[config.mk]
export PLATFORM = sky130hd
export DESIGN_NAME = cwpm_ctrl
export DESIGN_NICKNAME = d
export VERILOG_FILES = /design/src/rtl/cwpm_pkg.sv /design/src/rtl/cwpm_ctrl.sv
export SDC_FILE = /design/constraint.sdc
export NUM_CORES = 1
export LEC_CHECK = 0
export ABC_AREA = 1
export BUFFER_PORTS_ARGS = -buffer_cell sky130_fd_sc_hd__buf_2
export CORE_AREA = 5 5 42 44
export CTS_CLUSTER_SIZE = 8
export DETAILED_ROUTE_END_ITERATION = 12
export DIE_AREA = 0 0 47 49
export GPL_ROUTABILITY_DRIVEN = 0
export PLACE_DENSITY = 0.79
export SLEW_MARGIN = 20
export SYNTH_ARGS = -nofsm -noshare
export SYNTH_HDL_FRONTEND = slang
export SYNTH_SLANG_ARGS = --single-unit
[constraint.sdc]
create_clock -name clk_i -period 1.35 [get_ports clk_i]
set_input_delay 0.27 -clock clk_i [delete_from_list [all_inputs] [get_ports clk_i]]
set_output_delay 0.27 -clock clk_i [all_outputs]
set_load 0.01 [all_outputs]
[src/rtl/cwpm_pkg.sv]
`default_nettype none

package cwpm_pkg;

  // Field and accumulator widths
  localparam int W_W       = 16;  // weight, Q0.16
  localparam int V_W       = 24;  // value, Q8.16
  localparam int M_W       = 24;  // mean result, Q8.16
  localparam int WT_W      = 28;  // running weight sum
  localparam int SUM_W     = 52;  // running weighted sum, 32 fraction bits
  localparam int PROD_W    = 40;  // weight * value
  localparam int DIV_W     = WT_W + 1;  // weight sum + epsilon
  localparam int DIMCFG_W  = 7;
  localparam int EPS_W     = 16;
  localparam int CFG_IDX_W = 1;
  localparam int CFG_DATA_W = 16;
  localparam int IN_DATA_W  = 40;
  localparam int OUT_DATA_W = 24;

  // Divider: quotient bits produced one per cycle
  localparam int DIV_STEPS = M_W;
  localparam int STEP_W    = $clog2(DIV_STEPS);

  localparam int MAX_DIM_DEF = 64;

  localparam logic [DIMCFG_W-1:0] DIM_RESET = 7'd64;
  localparam logic [EPS_W-1:0]    EPS_RESET = 16'd1;

  localparam logic [WT_W-1:0]  WT_MAX   = 28'hFFF_FFFF;
  localparam logic [SUM_W-1:0] SUM_MAX  = 52'h7_FFFF_FFFF_FFFF;
  localparam logic [SUM_W-1:0] SUM_MIN  = 52'h8_0000_0000_0000;
  localparam logic [M_W-1:0]   MEAN_MAX = 24'h7F_FFFF;
  localparam logic [M_W-1:0]   MEAN_MIN = 24'h80_0000;

  // Register indexes
  localparam logic [CFG_IDX_W-1:0] CFG_DIM_IN_USE = 1'b0;
  localparam logic [CFG_IDX_W-1:0] CFG_EPSILON    = 1'b1;

  // Controller to datapath
  typedef struct packed {
    logic take;      // input transfer this cycle
    logic sum_en;    // accumulate and write back
    logic abs_en;    // take magnitude of sum
    logic chk_en;    // overflow check, divider init
    logic div_en;    // one quotient bit
    logic out_load;  // load output register
  } cwpm_cmd_t;

  // Datapath to controller
  typedef struct packed {
    logic out_free;  // output register can take a result
  } cwpm_status_t;

endpackage

`default_nettype wire

[src/rtl/cwpm_ctrl.sv]
`default_nettype none

module cwpm_ctrl (
  input  wire                   clk_i,
  input  wire                   rst_ni,
  input  wire                   in_valid_i,
  output logic                  in_ready_o,
  input  cwpm_pkg::cwpm_status_t status_i,
  output cwpm_pkg::cwpm_cmd_t    cmd_o
);

  typedef enum logic [5:0] {
    ST_IDLE = 6'b000001,
    ST_SUM  = 6'b000010,
    ST_ABS  = 6'b000100,
    ST_CHK  = 6'b001000,
    ST_DIV  = 6'b010000,
    ST_DONE = 6'b100000
  } cwpm_state_e;

  cwpm_state_e state_q, state_d;
  logic [cwpm_pkg::STEP_W-1:0] step_q, step_d;
  logic step_last;

  assign step_last = (step_q == cwpm_pkg::STEP_W'(cwpm_pkg::DIV_STEPS - 1));
  assign in_ready_o = (state_q == ST_IDLE);

  always_comb begin
    state_d = state_q;
    step_d  = step_q;
    cmd_o   = '0;
    case (state_q)
      ST_IDLE: begin
        if (in_valid_i) begin
          cmd_o.take = 1'b1;
          state_d    = ST_SUM;
        end
      end
      ST_SUM: begin
        cmd_o.sum_en = 1'b1;
        state_d      = ST_ABS;
      end
      ST_ABS: begin
        cmd_o.abs_en = 1'b1;
        state_d      = ST_CHK;
      end
      ST_CHK: begin
        cmd_o.chk_en = 1'b1;
        step_d       = '0;
        state_d      = ST_DIV;
      end
      ST_DIV: begin
        cmd_o.div_en = 1'b1;
        step_d       = step_q + 1'b1;
        if (step_last) begin
          state_d = ST_DONE;
        end
      end
      ST_DONE: begin
        if (status_i.out_free) begin
          cmd_o.out_load = 1'b1;
          state_d        = ST_IDLE;
        end
      end
      default: begin
        state_d = ST_IDLE;
      end
    endcase
  end

  always_ff @(posedge clk_i or negedge rst_ni) begin
    if (!rst_ni) begin
      state_q <= ST_IDLE;
      step_q  <= '0;
    end else begin
      state_q <= state_d;
      step_q  <= step_d;
    end
  end

`ifndef SYNTHESIS
  a_take_to_sum: assert property (@(posedge clk_i) disable iff (!rst_ni)
    cmd_o.take |=> (state_q == ST_SUM))
    else $error("accepted item did not start accumulation");

  a_done_holds: assert property (@(posedge clk_i) disable iff (!rst_ni)
    (state_q == ST_DONE && !status_i.out_free) |=> (state_q == ST_DONE))
    else $error("result dropped while output register busy");

  a_state_onehot: assert property (@(posedge clk_i) disable iff (!rst_ni)
    $onehot(state_q))
    else $error("controller state not one-hot");
`endif

endmodule

`default_nettype wire

==> flow_summary.ini, run 1 <==
[place]
portBuffers = 10
dp_hpwl_mm = 1.04
dp_slack_ns = -0.0820

[timing]
fin_crit_sh = 1.27
fmax_mhz = 583
setup_viol = 8
timing.slew.headroom = 0.834
skew_ns = 0.00635
rsz0062_at_grt = yes
worst_slack_ns = -0.365
period_needed_ns = 1.72
drv_slew = 0
worstMarginPinSlew_ns = 0.249
hold_viol = 0

[final_layout]
drive_gt1_frac = 0.551
syn_to_final_growth_pct = 48.9
nets = 113
diodes = 0
utilization = 0.702

[die]
core_mm2 = 0.00140
start_util = 0.471
die_x_um = 47
die_area_mm2 = 0.00230
rows = 14
ios = 11
fp.dieH_um = 49

[yosys]
synth_top_family_by_area = simple AND/OR/NAND/NOR gates
synth_top_cell_area_share = 0.379
netlist_instances = 81
synth_compound_area_frac = 0.0341
synth_ff_type = dfrtp_1
yosysTopAreaCell = dfrtp_1
yosysMostFrequentCell = inv_1
yosys_warnings = 0
syn_area_per_cell_um2 = 8.16
synth_xor_area_frac = 0.0265
synthAdderAreaFrac = 0.0189
synth_seq_cells = 11
synthTopCellsByArea = dfrtp_1 (38%), inv_1 (8.5%), nand2_1 (6.8%), nor2_4 (6.8%), nor2_1 (5.7%)
synth.yosys.seq_area_share = 0.419
muxShareOfSynthArea = 0
synth_nets = 86
synth_edf_count = 0
syn-cell-area_um2 = 661
synth-simple-area-share = 0.384
synth_common_cells = inv_1 (15), nand2_1 (12), dfrtp_1 (10), nor2_1 (10), nand3_1 (5)
synth_cell_types = 22
async_flop_share = 1.00

[power_and_ir_drop]
ir_drop_uv = 1440
p_leak_nw = 0.546
power_density_mw_per_mm2 = 1920
p_total_w = 0.00188

[routing]
drc = 0
wirelength_mm = 1.57
drtIter0Drc = 7
antenna_left = 0
wl_per_cell_um = 12.7
vias = 614
dr.pass1.iters = 4
viasPerCell = 4.99

[cts]
cts_buffer_depth = 2
insertion_delay_ns = 0.27
cts_tree = yes
clockRootBuffer = clkbuf_4
numClockSinks = 11
clk_pin_slew_worst_paths_ns = 0.07
cts_buffers = 3
htreeDepth = 1

[global_routing]
use_met3 = 0.0258
grt.busiest_layer = met2
antenna_found_initial = 0
grt_pass1_wl_mm = 2.38
use_met2 = 0.219
use_met1 = 0.189
grt_max_degree = 12
globalRouteTotalUtil = 0.142
grt_pass1_vias = 608
grt-ovfl-total = 0

[status]
outcome = finished, violations left
violations = negative setup slack

[worst_setup_path]
arrival_ns = 1.45
cp.required_ns = 1.08
start_kind = flip-flop
cp_max_fo = 3
crit_path_end_kind = output pin
crit_type = reg2out

[run]
maxCapViolations = 0

[min_path]
min_path_type = in2reg
[where the power goes]
| part | switching (W) | internal [W] | total, W | leakage, nW |
|---|---|---|---|---|
| Combinational | 0.000634 | 0.000516 | 0.00115 | 0.387 |
| Clock | 0.000115 | 0.000114 | 0.000229 | 0.0150 |
| Sequential | 0.0000855 | 0.000420 | 0.000505 | 0.145 |
| Total | 0.000834 | 0.00105 | 0.00188 | 0.546 |
[critical path, stage by stage (launching register included)]
cell and delay [ns]:
dfstp_2 0.58, nor2_4 0.07, nand2_4 0.10, nor2_8 0.04, nand2_2 0.07, nand2_2 0.07, nor3_2 0.10, buf_2 0.15
[state kept, by name, indices dropped and copies added, names as in the netlist]
name	cells
step_q	5
state_q	6
[worst paths after layout]
path | startpoint | to | slack [ns] | cells after the start
setup / recovery | state_q[0]$_DFFE_PN1P_ | cmd_o[5] | -0.37 | 7
hold / removal | in_valid_i | state_q[0]$_DFFE_PN1P_ | 0.37 | 5
setup reg to reg | state_q[0]$_DFFE_PN1P_ | state_q[0]$_DFFE_PN1P_ | -0.03 | 9
hold reg to reg | step_q[2]$_DFFE_PN0P_ | step_q[2]$_DFFE_PN0P_ | 0.54 | 2
max in group asynchronous | rst_ni | state_q[0]$_DFFE_PN1P_ | 0.69 | 2
min in group asynchronous | rst_ni | step_q[2]$_DFFE_PN0P_ | 0.39 | 2
[routing by layer]
layer,wire length (µm),vias to the layer above
li1,-,301
met1,675,293
met2,798,16
met3,65,4
met4,25,0
met5,0,-
[cells by family (layout without fill, tap and decap cells)]
kind of cell	count (synthesis)	in the layout
flops	11	11
xor+xnor	2	2
fa+ha+maj	1	1
buf+inv	19	45
simple gates	44	44
compound gates	4	4
[layout by cell type, fill, tap and decap left out, types with 2 or more instances in the layout]
cell and n:
dfrtp_1 8, inv_1 13, nand4_1 2, a21oi_1 2, clkbuf_4 3, inv_2 4
xor2_1 2, nand3_4 2, buf_2 9, buf_4 6, nand2_1 8, nand3_1 2
dfrtp_2 2, nor2_1 8, nor2_4 6, nand3_2 2, nand2_2 7, buf_6 7
[cell type report]
cell class	count	area, µm²
tap	16	20.0
sequential	11	279
multi-input combinational	51	407
fill	105	418
inverter	18	72.6
timing repair buffer	23	179
clock buffer	4	26.3
[what timing repair did]
action | CTS | global route
endpoints found under the setup margin | 8 | 16
pin swaps | 5 | 4
gates resized for setup | 6 | 28
hold buffers | 1 | 0
hold endpoints to repair | 10 | 0
buffers inserted | 6 | 1
[metrics by stage]
step,area [µm²],TNS (ns),hold slack [ns],std cells
6_report,983,-1.60,0.373,123
5_1_grt,983,-2.60,0.382,123
3_5_place_dp,803,-0.106,0.153,116
4_1_cts,895,-2.35,0.401,125
2_1_floorplan,666,0,-0.0256,81
3_3_place_gp,803,-0.0397,0.147,116
(Power assumes the default switching activity.)
==> run 2, diff against run 1 <==
Settings changed: CORE_AREA 5 5 42 44 to not set, CORE_MARGIN set to 5, CORE_UTILIZATION set to 50, DIE_AREA 0 0 47 49 to not set.
==> run 2 against run 1 <==
The run still ends with negative setup slack left. Clock skew fell by 0.00059 ns. Largest cell class unchanged. Hold slack got worse by 0.0099 ns. Critical endpoint unchanged. Clock-buffer cell count did not move. Non-clock buffer count rose by 5. Clock power rose by 4%. Global-route usage rose by 3.3 points. Cell count rose by 3.3%. Largest power group unchanged. Sequential cell count did not move. First-iteration DRC count rose by 57%. Worst setup slack got worse by 0.0059 ns.
==> flow_summary.ini, run 2 (synthesis results as in run 1) <==
[routing]
dr.pass1.iters = 4
wirelength_mm = 1.82
antenna_left = 0
drtIter0Drc = 11
vias = 636
viasPerCell = 5.01
wl_per_cell_um = 14.4
drc = 0

[cts]
numClockSinks = 11
clockRootBuffer = clkbuf_4
cts_tree = yes
clk_pin_slew_worst_paths_ns = 0.07
insertion_delay_ns = 0.28
htreeDepth = 1
cts_buffer_depth = 2
cts_buffers = 3

[min_path]
min_path_type = in2reg
whs_path_depth = 5

[place]
dp_hpwl_mm = 1.09
numPlacedInstances = 115
portBuffers = 10

[worst_setup_path]
crit_type = reg2out
cp_num_buf_inv = 1
path_depth = 7
crit_path_max_incr_delay_ns = 0.59
cp_common_cell = nand2_2
path_cells = nor2_4 -> nand2_4 -> nor2_8 -> nand2_2 -> nand2_2 -> nor3_2 -> buf_2
path_delay_family = flip-flops
start_kind = flip-flop
reg2reg_depth = 9
arrival_ns = 1.45
cp.required_ns = 1.08
crit_path_end_kind = output pin
regToRegSetupSlack_ns = -0.08
cp_max_fo = 3
crit_slowest_cell = dfstp_2

[die]
ios = 11
core_mm2 = 0.00127
die_area_mm2 = 0.00215
rows = 13
start_util = 0.521
fp.dieH_um = 46.4
die_x_um = 46.4

[final_layout]
syn_to_final_growth_pct = 52.7
largest_reg_flops = 6
top_register = state_q
instances_no_fill = 127
largestRegisters = state_q x6, step_q x5
final_cell_mix = inv_1 (12), buf_4 (12), nand2_1 (11), nor2_1 (9)
drive_gt1_frac = 0.545
diodes = 0
nets = 118

[global_routing]
grt_max_degree = 12
antenna_found_initial = 0
globalRouteTotalUtil = 0.175
grt-ovfl-total = 0
grt_pass1_vias = 587
grt_pass1_wl_mm = 2.51

[power_and_ir_drop]
clockPowerShare = 0.127
p_total_w = 0.00188
p_int_w = 0.00107
combPwrFrac = 0.600
power_switching_w = 0.000804
sw_frac_of_total = 0.428
p_leak_nw = 0.562
power_density_mw_per_mm2 = 1860
pwr-share-seq = 0.274
ir_drop_uv = 1060

[timing]
worst_slack_ns = -0.371
worstMarginPinSlew_ns = 0.281
fmax_mhz = 581
setup_tns_ns = -2.37
fin_crit_sh = 1.27
drv_slew = 0
timing.slew.headroom = 0.812
hold_viol = 0
setup_viol = 14
skew_ns = 0.00576
period_needed_ns = 1.72
rsz0062_at_grt = yes
holdWs_ns = 0.363

[run]
maxCapViolations = 0

[status]
outcome = finished, violations left
violations = negative setup slack
==> run 2: changes by cell type in the layout (fill, tap and decap cells not counted), moves of 2 or more <==
cell,delta
nand2_2,-3
inv_4,+2
nand2_1,+3
buf_4,+6
==> run 2: power by group through the flow <==
stage	clock network, W	logic [W]	registers, W
final	0.000238	0.00113	0.000514
after global routing	0.000261	0.00120	0.000520
after CTS	0.000227	0.000928	0.000504
after detailed placement	0	0.000775	0.000508
after global placement	0	0.000753	0.000495
after floorplan	0	0.000494	0.000495
==> run 2: final timing paths <==
| path | from | to |
|---|---|---|
| setup / recovery | state_q[0]$_DFFE_PN1P_ | cmd_o[5] |
| hold / removal | in_valid_i | state_q[0]$_DFFE_PN1P_ |
| setup reg to reg | state_q[0]$_DFFE_PN1P_ | state_q[0]$_DFFE_PN1P_ |
| hold reg to reg | step_q[4]$_DFFE_PN0P_ | step_q[4]$_DFFE_PN0P_ |
| max in group asynchronous | rst_ni | state_q[0]$_DFFE_PN1P_ |
| min in group asynchronous | rst_ni | state_q[2]$_DFFE_PN0P_ |
==> run 2: what timing repair did <==
item / in CTS / in global routing
gates resized for setup: 9 / 23
pin swaps: 3 / 6
buffers inserted: 4 / 9
hold buffers: 1 / 0
endpoints found under the setup margin: 9 / 15
hold endpoints to repair: 10 / 0
==> run 2: area by class of cell <==
type / instances / area (µm²)
multi-input combinational: 51 / 393
sequential: 11 / 279
fill: 79 / 260
timing repair buffer: 28 / 219
inverter: 18 / 72.6
clock buffer: 4 / 26.3
tap: 15 / 18.8
==> run 2: stage by stage <==
step	setup WS, ns	util	area (µm²)
after floorplan	0.0209	-	666
after global placement	-0.0522	0.632	802
after detailed placement	-0.0799	0.632	802
after CTS	-0.374	0.711	902
after global routing	-0.443	0.795	1010
final	-0.371	0.795	1010
==> run 2: worst reg2reg max path: cells and delay by family, from the launching register on <==
family | cells | cell delay [ns]
flops | 1 | 0.59
simple gates | 6 | 0.44
buf+inv | 3 | 0.35
==> run 2: per-layer routing <==
metal / vias to the layer above / GRT usage / wire [µm]
li1: 313 / - / -
met1: 307 / 0.199 / 723
met2: 11 / 0.291 / 1020
met3: 5 / 0.0469 / 45
met4: 0 / 0.102 / 39
met5: - / 0 / 0
==> run 3, diff against run 2 <==
Settings changed: ABC_AREA 1 to not set, CORE_UTILIZATION 50 to 46, PLACE_DENSITY 0.79 to 0.78.
Clock period 1.35 ns to 1.49 ns, I/O delays scaled along.
==> run 3 against run 2 <==
The run still ends with negative setup slack left. Sequential cell count did not move. Cell count shrank 12%. Non-clock buffer count increased by 1. Global-route usage fell by 1.0 points. Core utilization down 8.4 points. Critical endpoint unchanged. Highest routed layer unchanged.
==> flow_summary.ini, run 3 <==
[final_layout]
syn_to_final_growth_pct = 50.5
diodes = 0
largest_reg_flops = 6
layout_commonest_cell = buf_4
multi_input_area_um2 = 333
largestRegisters = state_q x6, step_q x5
top_register = state_q
n_fill_cell = 100
regArea_um2 = 277
utilization = 0.711
final_cell_mix = buf_4 (14), dfrtp_1 (10), o21ai_0 (9)
nets = 103
drive_gt1_frac = 0.443

[worst_setup_path]
r2r-start = state_q[5]$_DFFE_PN0P_
arrival_ns = 1.69
path_cells = or4_4 -> nor3b_4 -> and2_4 -> buf_6
regToRegSetupSlack_ns = -0.19
critPathLaunch = state_q[5]$_DFFE_PN0P_
crit_path_max_incr_delay_ns = 0.58
crit_slowest_cell = or4_4
cp_max_fo = 3
crit_type = reg2out
cp.required_ns = 1.19
path_delay_family = simple AND/OR/NAND/NOR gates
cp_num_buf_inv = 1
crit_path_end_kind = output pin
start_kind = flip-flop

[die]
die_x_um = 46.1
core_mm2 = 0.00127
ios = 11
fp.dieH_um = 46.1
die_area_mm2 = 0.00212
rows = 13
start_util = 0.472

[place]
dp_hpwl_mm = 1.03
portBuffers = 10

[timing]
hold_viol = 0
fin_crit_sh = 1.34
setup_viol = 9
fmax_mhz = 502
skew_ns = 0.00326
timing.slew.headroom = 0.833
worst_slack_ns = -0.503
worstMarginPinSlew_ns = 0.251
drv_slew = 0
rsz0062_at_grt = yes
period_needed_ns = 1.99
setup_tns_ns = -2.22

[yosys]
netlist_instances = 66
synth_edf_count = 0
synth_top_cell_area_share = 0.418
yosys_warnings = 0
synth_nets = 71
async_flop_share = 1.00
yosysTopAreaCell = dfrtp_1
synth_ff_type = dfrtp_1
synthTopCellsByArea = dfrtp_1 (42%), nand3_1 (7.5%), o21ai_0 (7.5%), dfstp_2 (4.4%), xor2_1 (4.4%)
syn-cell-area_um2 = 599
yosysMostFrequentCell = dfrtp_1
syn_area_per_cell_um2 = 9.08
synth_common_cells = dfrtp_1 (10), nand3_1 (9), o21ai_0 (9)
synth.yosys.seq_area_share = 0.461
synth_cell_types = 22
synth_seq_cells = 11

[min_path]
hp-start = status_i
min_path_type = in2reg

[global_routing]
antenna_found_initial = 0
grt-ovfl-total = 0
globalRouteTotalUtil = 0.165
grt_pass1_vias = 568
grt_max_degree = 12
grt_pass1_wl_mm = 2.47

[power_and_ir_drop]
p_leak_nw = 0.466
ir_drop_uv = 547
power_density_mw_per_mm2 = 1550

[routing]
antenna_left = 0
wl_per_cell_um = 13.4
wirelength_mm = 1.50
drtIter0Drc = 14
vias = 588
viasPerCell = 5.25
dr.pass1.iters = 4
drc = 0

[cts]
insertion_delay_ns = 0.27
cts_tree = yes
htreeDepth = 1
cts_buffers = 3
clk_pin_slew_worst_paths_ns = 0.07
numClockSinks = 11
clockRootBuffer = clkbuf_4
cts_buffer_depth = 2

[status]
outcome = finished, violations left
violations = negative setup slack

[run]
maxCapViolations = 0
==> run 3: changes by cell type in the layout (fill, tap and decap cells not counted), sizes merged, moves of 2 or more <==
cell	change
nor2	-10
and2	+2
nand4	-2
nand3	+3
o21ai	+9
nand2	-13
nand4b	+2
nor3b	+3
nor2b	+2
inv	-13
==> run 3: metrics by stage <==
step | setup slack (ns) | instances | power (W) | cell area [µm²] | hold slack (ns)
3_5_place_dp | -0.208 | 100 | 0.000903 | 739 | 0.180
3_3_place_gp | -0.174 | 100 | 0.000882 | 739 | 0.177
6_report | -0.503 | 112 | 0.00140 | 902 | 0.275
4_1_cts | -0.499 | 111 | 0.00131 | 872 | 0.259
5_1_grt | -0.533 | 112 | 0.00148 | 902 | 0.274
2_1_floorplan | -0.238 | 66 | 0.000695 | 599 | 0.00241
==> run 3: layer usage <==
layer,vias up,routed length [µm],GRT usage
met2,19,847,0.291
met3,2,69,0.0313
li1,290,-,-
met5,-,0,0
met4,0,6,0.0795
met1,277,576,0.188
==> run 3: layout make-up <==
cell class	count	area share
well taps	15	0.0208
flip-flops and latches	11	0.307
clock buffers	4	0.0291
multi-input cells	48	0.369
inverters	5	0.0208
repair buffers	29	0.254
==> run 3: report_power, final <==
group	total [W]	leakage, nW	internal, W	switching, W
clock	0.000206	0.0150	0.000104	0.000103
combinational	0.000764	0.302	0.000451	0.000313
sequential	0.000429	0.149	0.000363	0.0000657
==> run 3: worst register-to-register path, delay by kind of cell, from the launching register on <==
| family | cells | cell delay [ns] |
|---|---|---|
| simple gates | 2 | 0.79 |
| flops | 1 | 0.38 |
| compound gates | 2 | 0.19 |
| buf+inv | 2 | 0.24 |
==> run 3: repair_timing <==
item,in CTS,in global routing
endpoints found under the setup margin,8,9
pin swaps,4,4
gates resized for setup,13,6
hold buffers,1,0
endpoints found under the hold margin,10,0
setup buffers,7,2
==> run 3: logic make-up (layout without fill, tap and decap cells) <==
logic type               count (synthesis)  count (layout)  share of synthesized area
AND/OR/NAND/NOR                         31              31                      0.309
AO/OA/AOI/OAI                           13              13                      0.115
flip-flops                              11              11                      0.461
buffers and inverters                    7              38                     0.0501
XOR/XNOR                                 3               3                     0.0438
adder cells (fa/ha/maj)                  1               1                     0.0209
==> run 3: worst paths after layout <==
check | cells after the start | to
max | 4 | cmd_o[5]
min reg2reg | 1 | step_q[0]$_DFFE_PN0P_
max reg2reg | 6 | state_q[0]$_DFFE_PN1P_
min in group asynchronous | 2 | state_q[1]$_DFFE_PN0P_
min | 2 | state_q[5]$_DFFE_PN0P_
max in group asynchronous | 2 | state_q[0]$_DFFE_PN1P_
